File: config.mk
export PLATFORM = sky130hd
export DESIGN_NAME = transmit_antenna_diversity_estimator
export DESIGN_NICKNAME = d
export VERILOG_FILES = /design/src/hdl/tade_pkg.sv /design/src/hdl/tade_lcg.sv /design/src/hdl/tade_core.sv /design/src/hdl/transmit_antenna_diversity_estimator.sv
export VERILOG_INCLUDE_DIRS = /design/src /design/src/hdl
export SDC_FILE = /design/constraint.sdc
export NUM_CORES = 1
export LEC_CHECK = 0
export BUFFER_PORTS_ARGS = -buffer_cell sky130_fd_sc_hd__buf_2
export CORE_ASPECT_RATIO = 1.2
export CORE_MARGIN = 5
export CORE_UTILIZATION = 50
export CTS_CLUSTER_DIAMETER = 120
export DETAILED_ROUTE_END_ITERATION = 10
export GPL_TIMING_DRIVEN = 0
export PLACE_DENSITY_LB_ADDON = 0.12
export SYNTH_ARGS = -nofsm -noshare
export SYNTH_HDL_FRONTEND = slang
export SYNTH_SLANG_ARGS = --single-unit
File: constraint.sdc
create_clock -name clk -period 11.2 [get_ports clk]
set_input_delay 0 -clock clk [delete_from_list [all_inputs] [get_ports clk]]
set_output_delay 0 -clock clk [all_outputs]
set_load 0.02 [all_outputs]
File: src/hdl/transmit_antenna_diversity_estimator_macros.svh
// ----------------------------------------------------------------------------
// Assertion macros for the transmit antenna diversity estimator
// Concurrent checks that compile away when SYNTH is defined.
// ----------------------------------------------------------------------------
`ifndef TRANSMIT_ANTENNA_DIVERSITY_ESTIMATOR_MACROS_SVH
`define TRANSMIT_ANTENNA_DIVERSITY_ESTIMATOR_MACROS_SVH

`ifndef SYNTH
// check a property on every rising clock edge outside reset
`define TADE_ASSERT(lbl, clk, rst_n, prop, msg) \
	lbl: assert property (@(posedge clk) disable iff (!rst_n) (prop)) else $error(msg);
// check a property on every rising clock edge, reset included
`define TADE_ASSERT_ALWAYS(lbl, clk, prop, msg) \
	lbl: assert property (@(posedge clk) (prop)) else $error(msg);
`else
`define TADE_ASSERT(lbl, clk, rst_n, prop, msg)
`define TADE_ASSERT_ALWAYS(lbl, clk, prop, msg)
`endif

`endif

File: src/hdl/tade_pkg.sv
// ----------------------------------------------------------------------------
// Transmit antenna diversity estimator package
// Types, constants and the random generator step shared by the modules.
// ----------------------------------------------------------------------------
package tade_pkg;

	// link status codes
	typedef enum logic [1:0] {
		ST_NONE    = 2'd0,
		ST_INVALID = 2'd1,
		ST_CRC1    = 2'd2,
		ST_VALID   = 2'd3
	} link_status_t;

	// configuration register indexes
	localparam int CFG_INDEX_W = 2;
	localparam logic [CFG_INDEX_W-1:0] REG_FRAME_PERIOD  = 2'd0;
	localparam logic [CFG_INDEX_W-1:0] REG_RECEIVER_MODE = 2'd1;

	localparam logic [7:0] FRAME_PERIOD_RESET = 8'd20;

	typedef struct packed {
		logic [7:0] frame_period;
		logic       receiver_mode;
	} cfg_t;

	// estimator limits and steps
	localparam logic signed [7:0] EST_MAX = 8'sd125;
	localparam logic signed [7:0] EST_MIN = -8'sd125;
	localparam logic signed [9:0] STEP_RANGE_POS = 10'sd125;
	localparam logic signed [9:0] STEP_RANGE_NEG = -10'sd125;
	localparam logic signed [9:0] STEP_INVALID_POS = 10'sd75;
	localparam logic signed [9:0] STEP_INVALID_NEG = -10'sd75;

	localparam logic [2:0] CNT_MAX = 3'd5;

	// random generator
	localparam logic [30:0] LCG_A = 31'd214013;
	localparam logic [30:0] LCG_C = 31'd2531011;
	localparam logic [30:0] LCG_SEED_RESET = 31'd12345;

	// next seed, modulo 2^31
	function automatic logic [30:0] lcg_next(input logic [30:0] seed);
		lcg_next = seed * LCG_A + LCG_C;
	endfunction

	localparam logic [30:0] LCG_NEXT_RESET = lcg_next(LCG_SEED_RESET);

endpackage

File: src/hdl/tade_lcg.sv
// ----------------------------------------------------------------------------
// Tie-break random generator
// Holds the seed one step ahead so the decision bit is ready from a register.
// ----------------------------------------------------------------------------
module tade_lcg
	import tade_pkg::*;
(
	input  logic clk,
	input  logic arst_n,
	input  logic advance,
	output logic rnd_bit
);

	logic [30:0] next_seed_q;

	always_ff @(posedge clk or negedge arst_n) begin
		if (!arst_n) begin
			next_seed_q <= LCG_NEXT_RESET;
		end else if (advance) begin
			next_seed_q <= lcg_next(next_seed_q);
		end
	end

	assign rnd_bit = next_seed_q[30];

endmodule

File: src/hdl/tade_core.sv
// ----------------------------------------------------------------------------
// Estimator update core
// Invalid counters, step decision, clamp and antenna latch for one frame.
// ----------------------------------------------------------------------------
`include "transmit_antenna_diversity_estimator_macros.svh"

module tade_core
	import tade_pkg::*;
(
	input  logic              clk,
	input  logic              arst_n,
	input  logic              en,
	input  cfg_t              cfg,
	input  logic [1:0]        status_one,
	input  logic [1:0]        status_two,
	input  logic signed [7:0] rssi_one,
	input  logic signed [7:0] rssi_two,
	input  logic              rnd_bit,
	output logic              rnd_advance,
	output logic              antenna_d,
	output logic signed [7:0] level_d
);

	logic signed [7:0] est_q;
	logic              last_neg_q;
	logic [2:0]        cnt_one_q;
	logic [2:0]        cnt_two_q;
	logic              prop_q;

	logic [2:0]        cnt_one_d;
	logic [2:0]        cnt_two_d;
	logic              both_good;
	logic signed [9:0] period;
	logic signed [9:0] step;
	logic signed [9:0] sum;
	logic              tie_draw;

	function automatic logic [2:0] count_next(input logic [2:0] cnt, input logic [1:0] st);
		logic [2:0] res;
		res = cnt;
		if (st == ST_NONE || st == ST_INVALID) begin
			if (cnt < CNT_MAX) res = cnt + 3'd1;
		end else if (cnt != 3'd0) begin
			res = cnt - 3'd1;
		end
		return res;
	endfunction

	assign cnt_one_d = count_next(cnt_one_q, status_one);
	assign cnt_two_d = count_next(cnt_two_q, status_two);

	assign both_good = (status_one == ST_VALID && status_two == ST_VALID) ||
		(cfg.receiver_mode && status_one == ST_CRC1 && status_two == ST_CRC1);

	assign period = signed'({2'b00, cfg.frame_period});

	always_comb begin
		step     = '0;
		tie_draw = 1'b0;
		if (both_good) begin
			if (rssi_one > rssi_two) step = period;
			else if (rssi_one < rssi_two) step = -period;
			else step = '0;
		end else if (status_one > status_two) begin
			step = STEP_INVALID_POS;
		end else if (status_one < status_two) begin
			step = STEP_INVALID_NEG;
		end else if (status_one == ST_INVALID) begin
			if (cnt_one_d < cnt_two_d) begin
				step = STEP_RANGE_POS;
			end else if (cnt_one_d > cnt_two_d) begin
				step = STEP_RANGE_NEG;
			end else begin
				tie_draw = 1'b1;
				step = rnd_bit ? STEP_RANGE_POS : STEP_RANGE_NEG;
			end
		end else if (!last_neg_q) begin
			// sweep up until the top limit, then turn
			step = (est_q < EST_MAX) ? period : -period;
		end else begin
			step = (est_q > EST_MIN) ? -period : period;
		end
	end

	assign rnd_advance = en && tie_draw;
	assign sum = 10'(est_q) + step;

	always_comb begin
		level_d   = est_q;
		antenna_d = prop_q;
		if (sum >= STEP_RANGE_POS) begin
			level_d   = EST_MAX;
			antenna_d = 1'b0;
		end else if (sum <= STEP_RANGE_NEG) begin
			level_d   = EST_MIN;
			antenna_d = 1'b1;
		end else begin
			level_d = sum[7:0];
		end
	end

	always_ff @(posedge clk or negedge arst_n) begin
		if (!arst_n) begin
			est_q      <= EST_MAX;
			last_neg_q <= 1'b0;
			cnt_one_q  <= '0;
			cnt_two_q  <= '0;
			prop_q     <= 1'b0;
		end else if (en) begin
			est_q      <= level_d;
			last_neg_q <= step[9];
			cnt_one_q  <= cnt_one_d;
			cnt_two_q  <= cnt_two_d;
			prop_q     <= antenna_d;
		end
	end

	`TADE_ASSERT(a_est_range, clk, arst_n, est_q <= EST_MAX && est_q >= EST_MIN, "estimator range")
	`TADE_ASSERT(a_cnt_one, clk, arst_n, cnt_one_q <= CNT_MAX, "counter one above limit")
	`TADE_ASSERT(a_cnt_two, clk, arst_n, cnt_two_q <= CNT_MAX, "counter two above limit")
	`TADE_ASSERT(a_top_latch, clk, arst_n, (est_q == EST_MAX) |-> (prop_q == 1'b0), "upper limit without antenna 1")
	`TADE_ASSERT(a_bot_latch, clk, arst_n, (est_q == EST_MIN) |-> (prop_q == 1'b1), "lower limit without antenna 2")

endmodule

File: src/hdl/transmit_antenna_diversity_estimator.sv
// An accepted request waits in the input register until the result register is free.
// Throughput: one frame per cycle unless m_axis stalls; a single register pass per frame.
// The state update, clamp and tie-break bit are all settled in the cycle between the
// input register and the result register.
// Reset: estimator 125, counters 0, antenna 1 proposed, seed 12345, period 20, mode 0.
// ----------------------------------------------------------------------------
// Transmit antenna diversity estimator
// Proposes the transmit antenna from per-frame link status and RSSI of two antennas.
// ----------------------------------------------------------------------------
`include "transmit_antenna_diversity_estimator_macros.svh"

module transmit_antenna_diversity_estimator
	import tade_pkg::*;
(
	input  logic                   clk,
	input  logic                   arst_n,
	// configuration write channel
	input  logic                   cfg_valid,
	output logic                   cfg_ready,
	input  logic [CFG_INDEX_W-1:0] cfg_index,
	input  logic [7:0]             cfg_data,
	// frame input
	input  logic                   s_axis_tvalid,
	output logic                   s_axis_tready,
	input  logic [23:0]            s_axis_tdata,  // status_one[1:0], status_two[3:2], rssi_one[11:4], rssi_two[19:12], zero[23:20]
	// result output
	output logic                   m_axis_tvalid,
	input  logic                   m_axis_tready,
	output logic [15:0]            m_axis_tdata   // antenna_choice[0], estimator_level[8:1], zero[15:9]
);

	cfg_t cfg_q;

	logic              valid_s1;
	logic [1:0]        status_one_s1;
	logic [1:0]        status_two_s1;
	logic signed [7:0] rssi_one_s1;
	logic signed [7:0] rssi_two_s1;

	logic              out_valid_q;
	logic              antenna_q;
	logic signed [7:0] level_q;

	logic              advance;
	logic              process;
	logic              rnd_bit;
	logic              rnd_advance;
	logic              antenna_d;
	logic signed [7:0] level_d;

	assign cfg_ready = 1'b1;

	always_ff @(posedge clk or negedge arst_n) begin
		if (!arst_n) begin
			cfg_q.frame_period  <= FRAME_PERIOD_RESET;
			cfg_q.receiver_mode <= 1'b0;
		end else if (cfg_valid) begin
			case (cfg_index)
				REG_FRAME_PERIOD:  cfg_q.frame_period  <= cfg_data;
				REG_RECEIVER_MODE: cfg_q.receiver_mode <= cfg_data[0];
				default: ;
			endcase
		end
	end

	// the result register frees up when empty or drained this cycle
	assign advance       = !out_valid_q || m_axis_tready;
	assign process       = valid_s1 && advance;
	assign s_axis_tready = !valid_s1 || advance;

	always_ff @(posedge clk or negedge arst_n) begin
		if (!arst_n) begin
			valid_s1 <= 1'b0;
		end else if (s_axis_tready) begin
			valid_s1 <= s_axis_tvalid;
		end
	end

	always_ff @(posedge clk) begin
		if (s_axis_tready && s_axis_tvalid) begin
			status_one_s1 <= s_axis_tdata[1:0];
			status_two_s1 <= s_axis_tdata[3:2];
			rssi_one_s1   <= s_axis_tdata[11:4];
			rssi_two_s1   <= s_axis_tdata[19:12];
		end
	end

	tade_lcg u_lcg (
		.clk     (clk),
		.arst_n  (arst_n),
		.advance (rnd_advance),
		.rnd_bit (rnd_bit)
	);

	tade_core u_core (
		.clk         (clk),
		.arst_n      (arst_n),
		.en          (process),
		.cfg         (cfg_q),
		.status_one  (status_one_s1),
		.status_two  (status_two_s1),
		.rssi_one    (rssi_one_s1),
		.rssi_two    (rssi_two_s1),
		.rnd_bit     (rnd_bit),
		.rnd_advance (rnd_advance),
		.antenna_d   (antenna_d),
		.level_d     (level_d)
	);

	always_ff @(posedge clk or negedge arst_n) begin
		if (!arst_n) begin
			out_valid_q <= 1'b0;
		end else if (advance) begin
			out_valid_q <= valid_s1;
		end
	end

	always_ff @(posedge clk) begin
		if (process) begin
			antenna_q <= antenna_d;
			level_q   <= level_d;
		end
	end

	assign m_axis_tvalid = out_valid_q;
	assign m_axis_tdata  = {7'b0, level_q, antenna_q};

	`TADE_ASSERT(a_hold_s1, clk, arst_n, (valid_s1 && !advance) |=> valid_s1, "pending request dropped")
	`TADE_ASSERT(a_fill_out, clk, arst_n, process |=> out_valid_q, "processed request produced no result")

endmodule

==> impl_metrics.csv <==
group,metric,value,unit
setup_path,cp_data_required_time,11410,ps
synthesis,synth_area,0.01201,mm^2
timing,tightest_slew,924.4,ps
setup_path,arrival,6740,ps
global_routing,grt.total_usage,0.2214,
timing,skew,11.33,ps
synthesis,ys_async_sr_fraction,0.6667,
layout,fin_area,0.01329,mm^2
timing,tns,0,ps
layout,regArea,0.002346,mm^2
floorplan,rows,62,
flow_run,cap_violations,0,
layout,drive_gt1_frac,0.09961,
setup_path,worstSetupStartpointType,"flip-flop",
layout,diodes,0,
timing,slew_violations,0,
clocking,path_clk_slew,70,ps
synthesis,syn_inst,1185,
placement,post_dp_cell_area,0.01266,mm^2
floorplan,die_x,151.5,um
setup_path,end_kind,"flip-flop",
detailed_routing,wl,27.93,mm
global_routing,grt_max_degree,59,
timing,finalCritPeriodShare,0.5837,
floorplan,ios,58,
global_routing,grt_pass1_wl,46.77,mm
synthesis,synth_seq_area_share,0.1954,
detailed_routing,drt-initial-drc-count,395,
global_routing,antenna_found_initial,0,
timing,worst_hold_slack,18.80,ps
worst_hold_path,holdCritPathClass,"in2reg",
outcome,status,"completed",
floorplan,coreArea,0.02382,mm^2
clocking,post-cts-setup-buffers,0,
placement,gp_congestion,0.9142,
synthesis,synth.distinct_cells,67,
timing,slew_headroom,0.3837,
detailed_routing,detail_route.vias_per_cell,5.209,
setup_path,criticalPathCategory,"reg2reg",
clocking,cts-htree-levels,3,
floorplan,start_util,0.5042,
layout,fin_util,0.5578,
placement,port_buffers,45,
setup_path,critPathMaxFanout,9,
clocking,cts.path.max_buffers,2,
global_routing,grt_pass1_vias,9016,
clocking,clock_latency,350,ps
layout,layout.nets,1660,
layout,fillers,2186,
clocking,cts_tree,"done",
placement,dpl.hpwl,23.21,mm
setup_path,r2r_start,"u_lcg.next_seed_q[5]",
synthesis,synth-main-ff-cell,"dfrtp_1",
synthesis,syn-mean-instance-area,10.13,um^2
synthesis,synth_top_area_cell,"fa_1",
detailed_routing,drc,0,
timing,setup_viol,0,
synthesis,synth_edf_count,29,
layout,multiInputGateArea,0.008554,mm^2
detailed_routing,routedWlPerCell,17.40,um
synthesis,yosys_warnings,0,
timing,period_needed,6537,ps
global_routing,grt_remaining_overflow,0,
worst_hold_path,min_from,"cfg_valid",
layout,syn2layout_area_growth,10.65,%
clocking,cts_sinks,87,
floorplan,dieArea,0.02722,mm^2
synthesis,yosysTopAreaCellShare,0.3068,
clocking,clockRootBuffer,"clkbuf_16",
clocking,cts_made_buffers,9,
floorplan,die_y,179.8,um
detailed_routing,via_count,8361,
setup_path,startpoint,"u_lcg.next_seed_q[5]",
timing,hold_viol,0,
timing,rsz0062_at_grt,"no",
synthesis,yosys-top-cells-area,"fa_1 31%, ha_1 16%, dfrtp_1 8.1%",
detailed_routing,postRouteAntennaNets,0,
synthesis,synth_seq_cells,87,
detailed_routing,first_pass_iters,5,
timing,max_clock_freq,0.1530,GHz
placed cells by master (no fill, tap or decap), drive strengths merged, types with 10 or more instances in the layout:
| cell type | n |
|---|---|
| a21o | 11 |
| a21oi | 49 |
| buf | 59 |
| clkbuf | 22 |
| dfrtp | 39 |
| dfstp | 19 |
| dlygate4sd3 | 32 |
| edfxtp | 29 |
| fa | 184 |
| ha | 157 |
| inv | 261 |
| mux2 | 12 |
| nand2 | 87 |
| nand4 | 10 |
| nor2 | 22 |
| nor3 | 10 |
| o211ai | 12 |
| o21ai | 74 |
| xnor2 | 38 |
| xor2 | 25 |
registers in the layout (all words and copies together), names as in the netlist, 2 cells and up:
name / cells
rssi_two_s1: 8
status_one_s1: 2
cfg_q: 9
rssi_one_s1: 8
status_two_s1: 2
u_core.est_q: 8
u_core.cnt_two_q: 3
level_q: 8
u_lcg.next_seed_q: 31
u_core.cnt_one_q: 3
metrics by stage:
stage	worst slack, ps	instances
after floorplan	5516	1191
after global placement	4162	1556
after detailed placement	4142	1556
after CTS	4120	1604
after global routing	4263	1605
final	4663	1605
cell usage after synthesis, types with 7 or more instances:
cell type and instances:
a21o_1 11, a21oi_1 49, a31oi_1 7, buf_4 9, clkbuf_1 12, dfrtp_1 39
dfstp_2 19, edfxtp_1 29, fa_1 184, ha_1 157, inv_1 259, mux2_2 12
nand2_1 87, nand2b_1 9, nand3_1 9, nand4_1 10, nor2_1 22, nor3_1 10
nor3b_1 7, o211ai_1 12, o21ai_0 73, xnor2_1 38, xor2_1 24
cell families after synthesis:
family / share of synthesized area
adders and majority gates: 0.4704
DFF: 0.1954
AOI/OAI and AO/OA: 0.1044
buffers and inverters: 0.09441
xor gates and xnor gates: 0.04658
other: 0.0006255
and+or+nand+nor: 0.07691
muxes: 0.01125
routing by layer:
metal  up-vias  track usage  wire length (um)
li1       4019            -                 -
met1      4145       0.2845             11810
met2       156       0.3874             14290
met3        41      0.03123              1054
met4         0      0.06096               771
met5         -            0                 0
path summary, 6_finish.rpt:
kind                                         end  slack (ps)  cells past startpoint
max in group asynchronous               cfg_q[1]       10390                      2
setup reg to reg           u_lcg.next_seed_q[30]        4660                     19
hold / removal                          cfg_q[0]          20                      3
hold reg to reg                u_core.last_neg_q         480                      2
min in group asynchronous          m_axis_tvalid         270                      2
setup / recovery           u_lcg.next_seed_q[30]        4660                     19
layout make-up:
cell class / instances / area share
multi-input cells: 816 / 0.6439
clock buffers: 9 / 0.01695
clock inverters: 7 / 0.005462
repair buffers: 78 / 0.04163
plain buffers: 27 / 0.01158
flip-flops and latches: 87 / 0.1766
inverters: 261 / 0.07374
well taps: 320 / 0.03014
critical path: stages (launching register included):
cell and delay [ps]:
dfrtp_1 640, fa_1 560, fa_1 500, fa_1 560, inv_1 60, fa_1 490, inv_1 50, fa_1 490
fa_1 500, ha_1 290, clkbuf_1 180, a211oi_1 240, nand2_1 120, a21oi_1 210, a21boi_0 230, a22oi_1 550
o211ai_1 210, a31oi_1 300, xnor2_1 150, o21ai_0 80
what timing repair did:
item,in CTS,in global routing
hold endpoints to repair,70,0
hold buffers,32,0
gates resized for setup,0,0
Power is not shown: default switching activity piles up to over one toggle a cycle in this logic, so the estimate is an artifact.
